**src/rtl/stq_pkg.sv**
```systemverilog
// Shared types and constants for the sorted timer queue.
// Holds the request and result payload structs, codes, FSM states and control structs.
// No dependencies.
package stq_pkg;

    localparam int OP_W       = 2;
    localparam int INTERVAL_W = 31;
    localparam int KILL_ID_W  = 16;
    localparam int ELAPSED_W  = 31;
    localparam int STATUS_W   = 3;
    localparam int IDENT_W    = 16;
    localparam int TIME_W     = 32;

    // Request operation codes
    typedef enum logic [OP_W-1:0] {
        OP_INSTALL = 2'd0,
        OP_KILL    = 2'd1,
        OP_TICK    = 2'd2,
        OP_UNUSED  = 2'd3
    } op_t;

    // Result status codes
    typedef enum logic [STATUS_W-1:0] {
        STAT_INSTALLED = 3'd0,
        STAT_FULL      = 3'd1,
        STAT_KILLED    = 3'd2,
        STAT_NOT_FOUND = 3'd3,
        STAT_EXPIRED   = 3'd4,
        STAT_NONE      = 3'd5
    } status_t;

    typedef struct packed {
        logic [OP_W-1:0]       operation;
        logic [INTERVAL_W-1:0] interval;
        logic [KILL_ID_W-1:0]  kill_id;
        logic [ELAPSED_W-1:0]  elapsed;
    } in_item_t;

    typedef struct packed {
        logic [STATUS_W-1:0] status;
        logic [IDENT_W-1:0]  timer_ident;
        logic                last;
    } out_item_t;

    // Controller states
    typedef enum logic [3:0] {
        S_IDLE,
        S_DISPATCH,
        S_INS_RD,
        S_INS_EX,
        S_KIL_RD,
        S_KIL_EX,
        S_TCK_RD,
        S_TCK_EX,
        S_EXP_RD,
        S_EXP_EX,
        S_RSP_INS,
        S_RSP_FULL,
        S_RSP_KILL,
        S_RSP_NONE
    } state_t;

    // Memory read address select
    typedef enum logic {
        RD_AT_IDX,
        RD_BELOW_IDX
    } rd_sel_t;

    // Memory write source and address select
    typedef enum logic [2:0] {
        WR_NEW_AT_IDX,
        WR_HELD_AT_IDX,
        WR_HELD_AT_WPTR,
        WR_AGED_AT_IDX,
        WR_HELD_DOWN
    } wr_sel_t;

    // Result kind to load into the output register
    typedef enum logic [2:0] {
        EM_INSTALLED,
        EM_FULL,
        EM_KILL,
        EM_EXPIRED,
        EM_NONE
    } emit_sel_t;

    // Commands from controller to datapath
    typedef struct packed {
        logic      capture;
        logic      pass_start;
        logic      idx_load_count;
        logic      idx_clear;
        logic      idx_inc;
        logic      idx_dec;
        logic      rd_en;
        rd_sel_t   rd_sel;
        logic      wr_en;
        wr_sel_t   wr_sel;
        logic      wptr_inc;
        logic      exp_inc;
        logic      count_inc;
        logic      count_from_wptr;
        logic      count_drop_exp;
        logic      emit;
        emit_sel_t emit_sel;
    } cmd_t;

    // Status from datapath to controller
    typedef struct packed {
        logic [OP_W-1:0] op;
        logic            full;
        logic            idx_zero;
        logic            idx_at_count;
        logic            exp_zero;
        logic            idx_in_prefix;
        logic            held_not_below;
        logic            held_match;
        logic            aged_expired;
        logic            out_free;
    } sts_t;

endpackage

```
**src/rtl/sorted_timer_queue.sv**
```systemverilog
// Sorted timer queue: a queue of software timers ordered by remaining time.
// Request channel s_*, result channel m_*, both valid/ready with packed payload structs.
// Depends on stq_pkg, stq_ctrl and stq_dp.
//
// Use: send one request per item. Install (operation 0) answers one result with
// the new timer id or full. Kill (1) answers one result, killed or not found,
// echoing kill_id. Tick (2) ages all entries by elapsed, saturating at the signed
// minimum, then answers one expired result per timed-out head entry in queue
// order, or a single none result; last marks the final result of a request.
// Operation code 3 is accepted and dropped with no result.
// The entry memory has one read and one write port with registered read data, so each
// entry visited takes a read state followed by an execute state. The controller works
// on one request at a time; s_ready is high only while it is idle, which may overlap a
// result still held in the output register. A stalled receiver holds the result
// register and pauses the walk at the next result. Reset clears the count and the id
// counter; the memory needs no clearing since only entries below the count are read.
module sorted_timer_queue #(
    parameter int QUEUE_DEPTH = 16,
    parameter int ID_BITS     = 16
) (
    input  logic               aclk,
    input  logic               aresetn,
    input  logic               s_valid,
    output logic               s_ready,
    input  stq_pkg::in_item_t  s_payload,
    output logic               m_valid,
    input  logic               m_ready,
    output stq_pkg::out_item_t m_payload
);

    stq_pkg::cmd_t cmd;
    stq_pkg::sts_t sts;

    // Sequence requests
    stq_ctrl u_ctrl (
        .aclk    (aclk),
        .aresetn (aresetn),
        .s_valid (s_valid),
        .s_ready (s_ready),
        .sts     (sts),
        .cmd     (cmd)
    );

    // Store entries and build results
    stq_dp #(
        .QUEUE_DEPTH (QUEUE_DEPTH),
        .ID_BITS     (ID_BITS)
    ) u_dp (
        .aclk      (aclk),
        .aresetn   (aresetn),
        .s_payload (s_payload),
        .cmd       (cmd),
        .sts       (sts),
        .m_valid   (m_valid),
        .m_ready   (m_ready),
        .m_payload (m_payload)
    );

endmodule

```
**src/rtl/stq_ctrl.sv**
```systemverilog
// Controller state machine of the sorted timer queue.
// Sequences install, kill and tick requests over the entry memory one entry at a time.
// Depends on stq_pkg.
module stq_ctrl (
    input  logic          aclk,
    input  logic          aresetn,
    input  logic          s_valid,
    output logic          s_ready,
    input  stq_pkg::sts_t sts,
    output stq_pkg::cmd_t cmd
);

    stq_pkg::state_t state_reg;
    stq_pkg::state_t state_next;

    // Hold state
    always_ff @(posedge aclk) begin
        if (!aresetn) begin
            state_reg <= stq_pkg::S_IDLE;
        end else begin
            state_reg <= state_next;
        end
    end

    // Next state
    always_comb begin
        state_next = state_reg;
        case (state_reg)
            stq_pkg::S_IDLE: begin
                if (s_valid) begin
                    state_next = stq_pkg::S_DISPATCH;
                end
            end
            stq_pkg::S_DISPATCH: begin
                case (stq_pkg::op_t'(sts.op))
                    stq_pkg::OP_INSTALL: begin
                        state_next = sts.full ? stq_pkg::S_RSP_FULL : stq_pkg::S_INS_RD;
                    end
                    stq_pkg::OP_KILL:    state_next = stq_pkg::S_KIL_RD;
                    stq_pkg::OP_TICK:    state_next = stq_pkg::S_TCK_RD;
                    default:             state_next = stq_pkg::S_IDLE;
                endcase
            end
            stq_pkg::S_INS_RD: begin
                state_next = sts.idx_zero ? stq_pkg::S_RSP_INS : stq_pkg::S_INS_EX;
            end
            stq_pkg::S_INS_EX: begin
                state_next = sts.held_not_below ? stq_pkg::S_INS_RD : stq_pkg::S_RSP_INS;
            end
            stq_pkg::S_KIL_RD: begin
                state_next = sts.idx_at_count ? stq_pkg::S_RSP_KILL : stq_pkg::S_KIL_EX;
            end
            stq_pkg::S_KIL_EX: begin
                state_next = stq_pkg::S_KIL_RD;
            end
            stq_pkg::S_TCK_RD: begin
                state_next = sts.idx_at_count ? stq_pkg::S_EXP_RD : stq_pkg::S_TCK_EX;
            end
            stq_pkg::S_TCK_EX: begin
                state_next = stq_pkg::S_TCK_RD;
            end
            stq_pkg::S_EXP_RD: begin
                if (sts.exp_zero) begin
                    state_next = stq_pkg::S_RSP_NONE;
                end else if (sts.idx_at_count) begin
                    state_next = stq_pkg::S_IDLE;
                end else begin
                    state_next = stq_pkg::S_EXP_EX;
                end
            end
            stq_pkg::S_EXP_EX: begin
                if (!sts.idx_in_prefix || sts.out_free) begin
                    state_next = stq_pkg::S_EXP_RD;
                end
            end
            stq_pkg::S_RSP_INS, stq_pkg::S_RSP_FULL, stq_pkg::S_RSP_KILL,
            stq_pkg::S_RSP_NONE: begin
                if (sts.out_free) begin
                    state_next = stq_pkg::S_IDLE;
                end
            end
            default: state_next = stq_pkg::S_IDLE;
        endcase
    end

    // Outputs
    always_comb begin
        cmd          = '0;
        cmd.rd_sel   = stq_pkg::RD_AT_IDX;
        cmd.wr_sel   = stq_pkg::WR_HELD_AT_IDX;
        cmd.emit_sel = stq_pkg::EM_NONE;
        s_ready      = 1'b0;
        case (state_reg)
            stq_pkg::S_IDLE: begin
                s_ready     = 1'b1;
                cmd.capture = s_valid;
            end
            stq_pkg::S_DISPATCH: begin
                cmd.pass_start     = 1'b1;
                cmd.idx_load_count = (stq_pkg::op_t'(sts.op) == stq_pkg::OP_INSTALL);
            end
            stq_pkg::S_INS_RD: begin
                if (sts.idx_zero) begin
                    cmd.wr_en     = 1'b1;
                    cmd.wr_sel    = stq_pkg::WR_NEW_AT_IDX;
                    cmd.count_inc = 1'b1;
                end else begin
                    cmd.rd_en  = 1'b1;
                    cmd.rd_sel = stq_pkg::RD_BELOW_IDX;
                end
            end
            stq_pkg::S_INS_EX: begin
                cmd.wr_en = 1'b1;
                if (sts.held_not_below) begin
                    cmd.wr_sel  = stq_pkg::WR_HELD_AT_IDX;
                    cmd.idx_dec = 1'b1;
                end else begin
                    cmd.wr_sel    = stq_pkg::WR_NEW_AT_IDX;
                    cmd.count_inc = 1'b1;
                end
            end
            stq_pkg::S_KIL_RD: begin
                if (sts.idx_at_count) begin
                    cmd.count_from_wptr = 1'b1;
                end else begin
                    cmd.rd_en = 1'b1;
                end
            end
            stq_pkg::S_KIL_EX: begin
                cmd.idx_inc = 1'b1;
                if (!sts.held_match) begin
                    cmd.wr_en    = 1'b1;
                    cmd.wr_sel   = stq_pkg::WR_HELD_AT_WPTR;
                    cmd.wptr_inc = 1'b1;
                end
            end
            stq_pkg::S_TCK_RD: begin
                if (sts.idx_at_count) begin
                    cmd.idx_clear = 1'b1;
                end else begin
                    cmd.rd_en = 1'b1;
                end
            end
            stq_pkg::S_TCK_EX: begin
                cmd.wr_en   = 1'b1;
                cmd.wr_sel  = stq_pkg::WR_AGED_AT_IDX;
                cmd.exp_inc = sts.aged_expired;
                cmd.idx_inc = 1'b1;
            end
            stq_pkg::S_EXP_RD: begin
                if (!sts.exp_zero && sts.idx_at_count) begin
                    cmd.count_drop_exp = 1'b1;
                end else if (!sts.exp_zero) begin
                    cmd.rd_en = 1'b1;
                end
            end
            stq_pkg::S_EXP_EX: begin
                if (sts.idx_in_prefix) begin
                    cmd.emit_sel = stq_pkg::EM_EXPIRED;
                    cmd.emit     = sts.out_free;
                    cmd.idx_inc  = sts.out_free;
                end else begin
                    cmd.wr_en   = 1'b1;
                    cmd.wr_sel  = stq_pkg::WR_HELD_DOWN;
                    cmd.idx_inc = 1'b1;
                end
            end
            stq_pkg::S_RSP_INS: begin
                cmd.emit_sel = stq_pkg::EM_INSTALLED;
                cmd.emit     = sts.out_free;
            end
            stq_pkg::S_RSP_FULL: begin
                cmd.emit_sel = stq_pkg::EM_FULL;
                cmd.emit     = sts.out_free;
            end
            stq_pkg::S_RSP_KILL: begin
                cmd.emit_sel = stq_pkg::EM_KILL;
                cmd.emit     = sts.out_free;
            end
            stq_pkg::S_RSP_NONE: begin
                cmd.emit_sel = stq_pkg::EM_NONE;
                cmd.emit     = sts.out_free;
            end
            default: begin
                s_ready = 1'b0;
            end
        endcase
    end

    // A result is loaded only when the output register can take it
    a_emit_free: assert property (@(posedge aclk) disable iff (!aresetn)
        cmd.emit |-> sts.out_free)
        else $error("result loaded while output register busy");

    // An install never grows a full queue
    a_no_overfill: assert property (@(posedge aclk) disable iff (!aresetn)
        cmd.count_inc |-> !sts.full)
        else $error("entry count raised on a full queue");

endmodule

```
**src/rtl/stq_dp.sv**
```systemverilog
// Datapath of the sorted timer queue: entry memory, counters, aging arithmetic
// and the output register. Driven by stq_ctrl command signals.
// Depends on stq_pkg.
module stq_dp #(
    parameter int QUEUE_DEPTH = 16,
    parameter int ID_BITS     = 16
) (
    input  logic               aclk,
    input  logic               aresetn,
    input  stq_pkg::in_item_t  s_payload,
    input  stq_pkg::cmd_t      cmd,
    output stq_pkg::sts_t      sts,
    output logic               m_valid,
    input  logic               m_ready,
    output stq_pkg::out_item_t m_payload
);

    localparam int CW = $clog2(QUEUE_DEPTH + 1);
    localparam int AW = (QUEUE_DEPTH > 1) ? $clog2(QUEUE_DEPTH) : 1;
    localparam int TW = stq_pkg::TIME_W;

    // Entry memory, one write and one registered read port
    logic [TW-1:0]      time_mem [QUEUE_DEPTH];
    logic [ID_BITS-1:0] id_mem   [QUEUE_DEPTH];
    logic [TW-1:0]      rd_time_reg;
    logic [ID_BITS-1:0] rd_id_reg;

    stq_pkg::in_item_t  item_reg;
    logic [CW-1:0]      count_reg;
    logic [ID_BITS-1:0] next_id_reg;
    logic [CW-1:0]      idx_reg;
    logic [CW-1:0]      wptr_reg;
    logic [CW-1:0]      exp_reg;
    logic               found_reg;
    logic               out_valid_reg;
    stq_pkg::out_item_t out_item_reg;
    stq_pkg::out_item_t out_item_next;

    logic [CW-1:0]      idx_below;
    logic [CW-1:0]      rd_addr_full;
    logic [CW-1:0]      wr_addr_full;
    logic [TW-1:0]      wr_time;
    logic [ID_BITS-1:0] wr_id;
    logic [TW:0]        diff;
    logic [TW-1:0]      aged;
    logic [TW-1:0]      new_time;
    logic [31:0]        rd_id_ext;
    logic [31:0]        next_id_ext;

    assign idx_below = idx_reg - CW'(1);
    assign new_time  = {1'b0, item_reg.interval};

    // Saturating subtract of the elapsed time
    assign diff = {rd_time_reg[TW-1], rd_time_reg} - {2'b00, item_reg.elapsed};
    always_comb begin
        if (diff[TW] && !diff[TW-1]) begin
            aged = {1'b1, {(TW-1){1'b0}}};
        end else begin
            aged = diff[TW-1:0];
        end
    end

    // Select read and write addresses and write data
    assign rd_addr_full = (cmd.rd_sel == stq_pkg::RD_BELOW_IDX) ? idx_below : idx_reg;

    always_comb begin
        wr_addr_full = idx_reg;
        wr_time      = rd_time_reg;
        wr_id        = rd_id_reg;
        case (cmd.wr_sel)
            stq_pkg::WR_NEW_AT_IDX: begin
                wr_time = new_time;
                wr_id   = next_id_reg;
            end
            stq_pkg::WR_HELD_AT_IDX:  wr_addr_full = idx_reg;
            stq_pkg::WR_HELD_AT_WPTR: wr_addr_full = wptr_reg;
            stq_pkg::WR_AGED_AT_IDX:  wr_time = aged;
            stq_pkg::WR_HELD_DOWN:    wr_addr_full = idx_reg - exp_reg;
            default:                  wr_addr_full = idx_reg;
        endcase
    end

    // Write and read the entry memory
    always_ff @(posedge aclk) begin
        if (cmd.wr_en) begin
            time_mem[wr_addr_full[AW-1:0]] <= wr_time;
            id_mem[wr_addr_full[AW-1:0]]   <= wr_id;
        end
        if (cmd.rd_en) begin
            rd_time_reg <= time_mem[rd_addr_full[AW-1:0]];
            rd_id_reg   <= id_mem[rd_addr_full[AW-1:0]];
        end
    end

    // Capture request, advance walk pointers
    always_ff @(posedge aclk) begin
        if (cmd.capture) begin
            item_reg <= s_payload;
        end
        if (cmd.pass_start) begin
            wptr_reg <= '0;
            exp_reg  <= '0;
        end else begin
            if (cmd.wptr_inc) begin
                wptr_reg <= wptr_reg + CW'(1);
            end
            if (cmd.exp_inc) begin
                exp_reg <= exp_reg + CW'(1);
            end
        end
        if (cmd.idx_load_count) begin
            idx_reg <= count_reg;
        end else if (cmd.pass_start || cmd.idx_clear) begin
            idx_reg <= '0;
        end else if (cmd.idx_inc) begin
            idx_reg <= idx_reg + CW'(1);
        end else if (cmd.idx_dec) begin
            idx_reg <= idx_below;
        end
        if (cmd.count_from_wptr) begin
            found_reg <= (wptr_reg != count_reg);
        end
    end

    // Track entry count and the next id
    always_ff @(posedge aclk) begin
        if (!aresetn) begin
            count_reg   <= '0;
            next_id_reg <= '0;
        end else begin
            if (cmd.count_inc) begin
                count_reg <= count_reg + CW'(1);
            end else if (cmd.count_from_wptr) begin
                count_reg <= wptr_reg;
            end else if (cmd.count_drop_exp) begin
                count_reg <= count_reg - exp_reg;
            end
            if (cmd.emit && cmd.emit_sel == stq_pkg::EM_INSTALLED) begin
                next_id_reg <= next_id_reg + ID_BITS'(1);
            end
        end
    end

    // Build the result
    assign rd_id_ext   = 32'(rd_id_reg);
    assign next_id_ext = 32'(next_id_reg);

    always_comb begin
        out_item_next.status      = stq_pkg::STAT_NONE;
        out_item_next.timer_ident = '0;
        out_item_next.last        = 1'b1;
        case (cmd.emit_sel)
            stq_pkg::EM_INSTALLED: begin
                out_item_next.status      = stq_pkg::STAT_INSTALLED;
                out_item_next.timer_ident = next_id_ext[stq_pkg::IDENT_W-1:0];
            end
            stq_pkg::EM_FULL: begin
                out_item_next.status = stq_pkg::STAT_FULL;
            end
            stq_pkg::EM_KILL: begin
                out_item_next.status      = found_reg ? stq_pkg::STAT_KILLED
                                                      : stq_pkg::STAT_NOT_FOUND;
                out_item_next.timer_ident = item_reg.kill_id;
            end
            stq_pkg::EM_EXPIRED: begin
                out_item_next.status      = stq_pkg::STAT_EXPIRED;
                out_item_next.timer_ident = rd_id_ext[stq_pkg::IDENT_W-1:0];
                out_item_next.last        = ((idx_reg + CW'(1)) == exp_reg);
            end
            default: begin
                out_item_next.status = stq_pkg::STAT_NONE;
            end
        endcase
    end

    // Hold the result until it is taken
    always_ff @(posedge aclk) begin
        if (!aresetn) begin
            out_valid_reg <= 1'b0;
        end else if (cmd.emit) begin
            out_valid_reg <= 1'b1;
        end else if (m_ready) begin
            out_valid_reg <= 1'b0;
        end
    end

    always_ff @(posedge aclk) begin
        if (cmd.emit) begin
            out_item_reg <= out_item_next;
        end
    end

    assign m_valid   = out_valid_reg;
    assign m_payload = out_item_reg;

    // Status toward the controller
    always_comb begin
        sts.op             = item_reg.operation;
        sts.full           = (count_reg == CW'(QUEUE_DEPTH));
        sts.idx_zero       = (idx_reg == '0);
        sts.idx_at_count   = (idx_reg == count_reg);
        sts.exp_zero       = (exp_reg == '0);
        sts.idx_in_prefix  = (idx_reg < exp_reg);
        sts.held_not_below = ($signed(rd_time_reg) >= $signed(new_time));
        sts.held_match     = (rd_id_ext == 32'(item_reg.kill_id));
        sts.aged_expired   = aged[TW-1] || (aged == '0);
        sts.out_free       = !out_valid_reg || m_ready;
    end

    // Every write lands inside the memory
    a_wr_in_range: assert property (@(posedge aclk) disable iff (!aresetn)
        cmd.wr_en |-> (wr_addr_full < CW'(QUEUE_DEPTH)))
        else $error("entry write outside the queue");

    // The entry count never passes the depth
    a_count_bound: assert property (@(posedge aclk) disable iff (!aresetn)
        count_reg <= CW'(QUEUE_DEPTH))
        else $error("entry count above queue depth");

    // Each installed result advances the id by one
    a_id_advance: assert property (@(posedge aclk) disable iff (!aresetn)
        (cmd.emit && cmd.emit_sel == stq_pkg::EM_INSTALLED)
        |=> next_id_reg == $past(next_id_reg) + ID_BITS'(1))
        else $error("next id did not advance after install");

endmodule

```
**config.mk**
```make
export PLATFORM = sky130hd
export DESIGN_NAME = sorted_timer_queue
export DESIGN_NICKNAME = d
export VERILOG_FILES = /design/src/rtl/stq_pkg.sv /design/src/rtl/sorted_timer_queue.sv /design/src/rtl/stq_ctrl.sv /design/src/rtl/stq_dp.sv
export SDC_FILE = /design/constraint.sdc
export NUM_CORES = 1
export LEC_CHECK = 0
export BUFFER_PORTS_ARGS = -buffer_cell sky130_fd_sc_hd__buf_2
export CAP_MARGIN = 0
export CORE_UTILIZATION = 45
export CTS_CLUSTER_SIZE = 40
export DETAILED_ROUTE_END_ITERATION = 12
export GPL_TIMING_DRIVEN = 1
export PLACE_DENSITY_LB_ADDON = 0.08
export SYNTH_ARGS = -nofsm -noshare
export SYNTH_HDL_FRONTEND = slang
export SYNTH_HIERARCHICAL = 1
export SYNTH_SLANG_ARGS = --single-unit
export TNS_END_PERCENT = 30
```
**constraint.sdc**
```tcl
create_clock -name aclk -period 7.86 [get_ports aclk]
set_input_delay 0.393 -clock aclk [delete_from_list [all_inputs] [get_ports aclk]]
set_output_delay 0.393 -clock aclk [all_outputs]
set_load 0.02 [all_outputs]
```
# [Word level (Yosys, flattened, before mapping)]
# Memories as Yosys holds them, arrays and structs flattened. A register that Yosys moved wholly into a read port is not among the register bits.
# Cells that the tools add are included.
# W data, S select, Z words.
[word_totals] reg_bits=142 ramBits=768 n_memories=2 wordCells=143 latch_bits=0 mem_bits_ro=0 inputBits=84
[memory_table] memory="u_dp.time_mem" depth=16 width=32 read_ports=1 rd_clocked_by_memory_dff=1 write_ports=1 line="stq_dp.sv:23" text="logic [TW-1:0] time_mem [QUEUE_DEPTH];"
[memory_table] memory="u_dp.id_mem" depth=16 width=16 read_ports=1 rd_clocked_by_memory_dff=1 write_ports=1 line="stq_dp.sv:24" text="logic [ID_BITS-1:0] id_mem [QUEUE_DEPTH];"
[op_classes] shift=0 eq_ne=29 n_bitwise=0 reduce_logical=25 n_lt_le_gt_ge=2 n_mul=0 muxes=61 n_div=0 n_addsub=9
[op_table] op="$pmux W32 S2" n=1
[op_table] op="$mux W4" n=14
[op_table] op="$pmux W16 S3" n=1
[op_table] op="$pmux W4 S11" n=1
[op_table] op="$mux W5" n=8
[op_table] op="$pmux W4 S5" n=2
[op_table] op="$sub A32 B32 Y33" n=1
[op_table] op="$ge A32 B32 Y1" n=1
[op_table] op="$logic_not A32 Y1" n=1
[op_table] op="$mux W32" n=1
[op_table] op="$eq A4 B4 Y1 const B" n=6
[op_table] op="$mux W1" n=24
[op_table] op="$add A5 B1 Y5 const B" n=4
[op_table] op="$add A16 B1 Y16 const B" n=1
[op_table] op="$eq A16 B16 Y1" n=1
[op_table] op="$eq A4 B3 Y1 const B" n=4
[op_table] op="$mux W16" n=1
[op_table] op="$eq A3 B2 Y1 const B" n=4
[op_table] op="$pmux W3 S4" n=1
[op_table] op="$pmux W4 S3" n=1
[op_table] op="$eq A5 B5 Y1" n=2
[op_table] op="$logic_not A5 Y1" n=2
[op_table] op="$eq A4 B2 Y1 const B" n=2
[op_table] op="$pmux W4 S2" n=1
[op_table] op="28 further kinds" n=41

# [Longest topological paths before layout]
[depth] depth_word=8 mapped_depth=23

# [Cells and area by module]
# Netlist, hierarchy kept.
[modules_own_cells] module="stq_dp" instances=1 seq_area_each_um2=28327.2 area_per_inst_um2=40196.1 cells_each=2181
[modules_own_cells] module="stq_ctrl" instances=1 seq_area_each_um2=80.1 area_per_inst_um2=660.6 cells_each=111

# [Least setup slack after synthesis]
# Ideal clock, no wire load.
[synth_path] path_type="register to register" start="register u_dp.rd_time_reg[17], read port of u_dp.time_mem" end="memory u_dp.id_mem[2][0], enable pin" stages_incl_launch_ff=22 setup_time_ns=0.454 slack_ns=1.541 path_buffers=1 required_ns=7.406 period_less_slack_ns=6.319 arrival_ns=5.865 path_cell_list="edfxtp_1 > ha_1 > a21o_1 > a21o_1 > a21o_1 > a21o_1 > a21o_1 > a211oi_1 > o31ai_1 > a221oi_1 > o2bb2ai_1 > inv_1 > a21oi_1 > o32ai_1 > o21ai_0 > clkbuf_1 > nor2_1 > nand2_1 > o21ai_0 > a21oi_1 > or3b_2 > nor2_1"
[synth_lines] item="start: declaration" line="stq_dp.sv:25" text="logic [TW-1:0] rd_time_reg;"
[synth_lines] item="end: declaration" line="stq_dp.sv:24"

==> results.yml <==
setup_path:
  startpoint_type: "flop"
  r2r_slack_ns: 1.52
  r2r_start: "u_dp/rd_time_reg[17]$_DFFE_PP_"
  r2r_end: "u_dp/time_mem[4][0]$_DFFE_PP_"
  cp_cell_sequence: "ha_1 > a21o_1 > a21o_1 > a21o_1 > a21o_1 > a21o_1 > a211oi_1 > o31ai_1 > a221oi_1 > o2bb2ai_1 > inv_1 > a21oi_1 > o32ai_1 > o21ai_1 > inv_1 > o21ai_0 > nand2_1 > o21ai_0 > a21oi_1 > nand3_1 > nor2_4 > buf_4"
  cp_max_fo: 24
  r2r_cells: 22
  slowest_stage: "nor2_4"
  crit_type: "flop to flop"
  path_common_cell: "a21o_1"
  cp.required_ns: 8.21
  crit_path_max_incr_delay_ns: 0.95
  arrival_ns: 6.69
  cp-end-kind: "flop"
yosys:
  avgSynthCellArea_um2: 17.83
  netlist_top_cells_area: "edfxtp_1, mux4_2, ha_1, dfxtp_1, xnor2_1"
  syn-num-nets: 2461
  synth_seq_cells: 958
  yosys_most_used_dff: "edfxtp_1"
  post_synth_inst_count: 2292
  synth_top_area_cell: "edfxtp_1"
  yosys_warnings: 6
  synth_top_area_share_pct: 67.77
  postSynth.asyncResetShare_pct: 0
  syn-cell-area_mm2: 0.04086
  synth_cell_types: 80
  synth_edf_count: 922
  ys_seq_area_share_pct: 69.53
drt:
  wire_per_inst_um: 26.22
  vias_per_cell: 5.832
  routed_wl_um: 99580
  drc: 0
  num_vias: 22150
  antenna_left: 0
  dr.pass1.iters: 5
  drt_iter0_markers: 1899
global_route:
  grt_max_degree: 143
  grt_pass1_wl_um: 147300
  antenna_found_initial: 2
  grt_pass1_vias: 22540
  grt-ovfl-total: 0
  grt_util_all_layers_pct: 21.91
power_and_ir_drop:
  ir_drop_v: 0.0005017
  power.leakage_nw: 15.80
  power_density_mw_per_mm2: 406.2
layout:
  multiInputGateArea_mm2: 0.01181
  drive_gt1_share_pct: 24.31
  largest_reg_flops: 512
  final_util_pct: 52.41
  instances_no_fill: 3797
  num-fill-cells: 7180
  fin_area_mm2: 0.04718
  area_delta_synth_final_pct: 15.47
  final_net_count: 2703
  seq_area_mm2: 0.02841
placement:
  placed_cells: 3528
  portBuffers: 105
  gp_congestion: 0.9066
  hpwl_um: 62490
  placed_cell_area_mm2: 0.04313
sta:
  setup_viol: 0
  hold_violations: 0
  fmax_mhz: 157.8
  period_minus_slack_ns: 6.338
  tns_ns: 0
  fin_crit_sh_pct: 80.64
  tightest_slew_ns: 1.264
  slew_violations: 0
  slew_headroom_pct: 15.09
  holdWs_ns: 0.1288
  rsz0062_at_grt: "false"
  worst_clock_skew_ns: 0.03959
floorplan:
  coreArea_mm2: 0.09001
  start_util_pct: 45.39
  fp.dieW_um: 303.3
  io-pin-count: 106
  num_rows: 110
  die_area_mm2: 0.09200
  fp.dieH_um: 303.3
hold_path:
  hold_path.class: "input port to flop"
  hp-start: "s_valid"
  min_to: "u_ctrl/state_reg[0]$_SDFFE_PN0P_"
  hold_depth: 3
clocking:
  clock-sinks: 958
  clk_latency_ns: 0.67
  ctsLongestPathBuffers: 3
  numCtsBuffers: 100
  cts_root_buffer: "clkbuf_16"
  clk_pin_slew_ns: 0.06
  cts_tree: "yes"
  postCtsResizedCells: 0
  h-tree-depth: 3
flow_run:
  max_cap_violations: 0
run_status:
  outcome: "finished clean"
-- report_power, final --
part	switching (mW)	total (mW)	leakage (nW)	internal, mW
combinational	4.31	7.21	5.55	2.90
sequential	0.337	7.32	8.66	6.99
clock	1.96	4.63	1.59	2.67
total	6.61	19.2	15.8	12.6
-- cells by family (layout without fill, tap and decap cells) --
group,Yosys count,in the layout,synth area share (%)
flops,958,958,69.53
simple gates,354,354,4.254
compound gates,306,306,5.084
mux,286,286,14.46
buf+inv,213,541,2.086
xor+xnor,90,90,1.929
fa+ha+maj,85,85,2.658
other cells,0,1,0
-- synthesized netlist by cell type, drive strengths merged, types with 10 or more instances --
cell type and count:
a21o 30, a21oi 62, a22oi 44, and2 15
and3 13, buf 40, clkbuf 68, dfxtp 36
edfxtp 922, ha 82, inv 105, mux2 34
mux2i 12, mux4 240, nand2 88, nand2b 15
nand3 27, nand4 23, nor2 99, nor2b 10
nor3 24, o211ai 11, o21a 11, o21ai 72
xnor2 61, xor2 29
-- critical path: cells and delay by family, from the launching register on --
family | cells | cell delay (ns)
compound gates | 15 | 2.96
simple gates | 3 | 1.51
buf+inv | 3 | 0.78
flops | 1 | 0.43
fa+ha+maj | 1 | 0.34
-- final cells by class --
class,instances,share of cell area (%)
flip-flops and latches,958,60.21
diodes,1,0.005304
inverters,105,0.8354
well taps,1176,3.119
repair buffers,248,3.920
multi-input cells,1121,25.03
clock inverters,68,1.254
clock buffers,120,5.620
-- cell usage in the layout (no fill, tap or decap), drive strengths merged, types with 6 or more instances in the layout --
master and instances:
bufinv 8, dfxtp 36, dlygate4sd3 80, nand4 23, o21a 11, nand2 88
ha 82, nor4 8, a22oi 44, mux2 34, nor2b 10, a21oi 62
mux4 240, and3 13, nand2b 15, o2111ai 6, nand3 27, nor3 24
o21ai 72, or3 7, clkinv 54, edfxtp 922, xnor2 61, clkbuf 120
mux2i 12, nor2 99, o211ai 11, a31oi 7, a21o 30, inv 106
xor2 29, a22o 9, and2 15, buf 168
-- timing repair --
action,4_1_cts,5_1_grt
hold buffers,80,0
hold endpoints to repair,80,0
setup endpoints to repair,0,0
buffers inserted,0,0
-- stage by stage --
| step | power, mW | setup WS, ns |
|---|---|---|
| 6_report | 19.16 | 1.522 |
| 4_1_cts | 19.34 | 1.466 |
| 3_3_place_gp | 14.54 | 1.626 |
| 5_1_grt | 20.10 | 0.9995 |
| 2_1_floorplan | 12.14 | 1.541 |
| 3_5_place_dp | 14.64 | 1.486 |
-- worst max-delay path by stage --
stage	from	endpoint	slack (ns)	cells past startpoint
after floorplan	u_dp/rd_time_reg[17]$_DFFE_PP_	u_dp/id_mem[2][0]$_DFFE_PP_	1.54	21
after global placement	u_dp/rd_time_reg[17]$_DFFE_PP_	u_dp/time_mem[4][12]$_DFFE_PP_	1.63	22
after detailed placement	u_dp/rd_time_reg[17]$_DFFE_PP_	u_dp/time_mem[4][10]$_DFFE_PP_	1.49	22
after CTS	u_dp/rd_time_reg[17]$_DFFE_PP_	u_dp/time_mem[4][0]$_DFFE_PP_	1.47	22
after global routing	u_dp/rd_time_reg[17]$_DFFE_PP_	u_dp/time_mem[4][0]$_DFFE_PP_	1.0	22
final	u_dp/rd_time_reg[17]$_DFFE_PP_	u_dp/time_mem[4][0]$_DFFE_PP_	1.52	22
-- routing by layer --
layer  vias to the layer above  share of wire [%]  track usage, %
met4                         0                2.1           5.286
met2                       694                 46           33.57
li1                       9691                  -               -
met5                         -                  0               0
met1                     11630                 46           33.02
met3                       127                5.9           3.434
(Power assumes the default switching activity.)
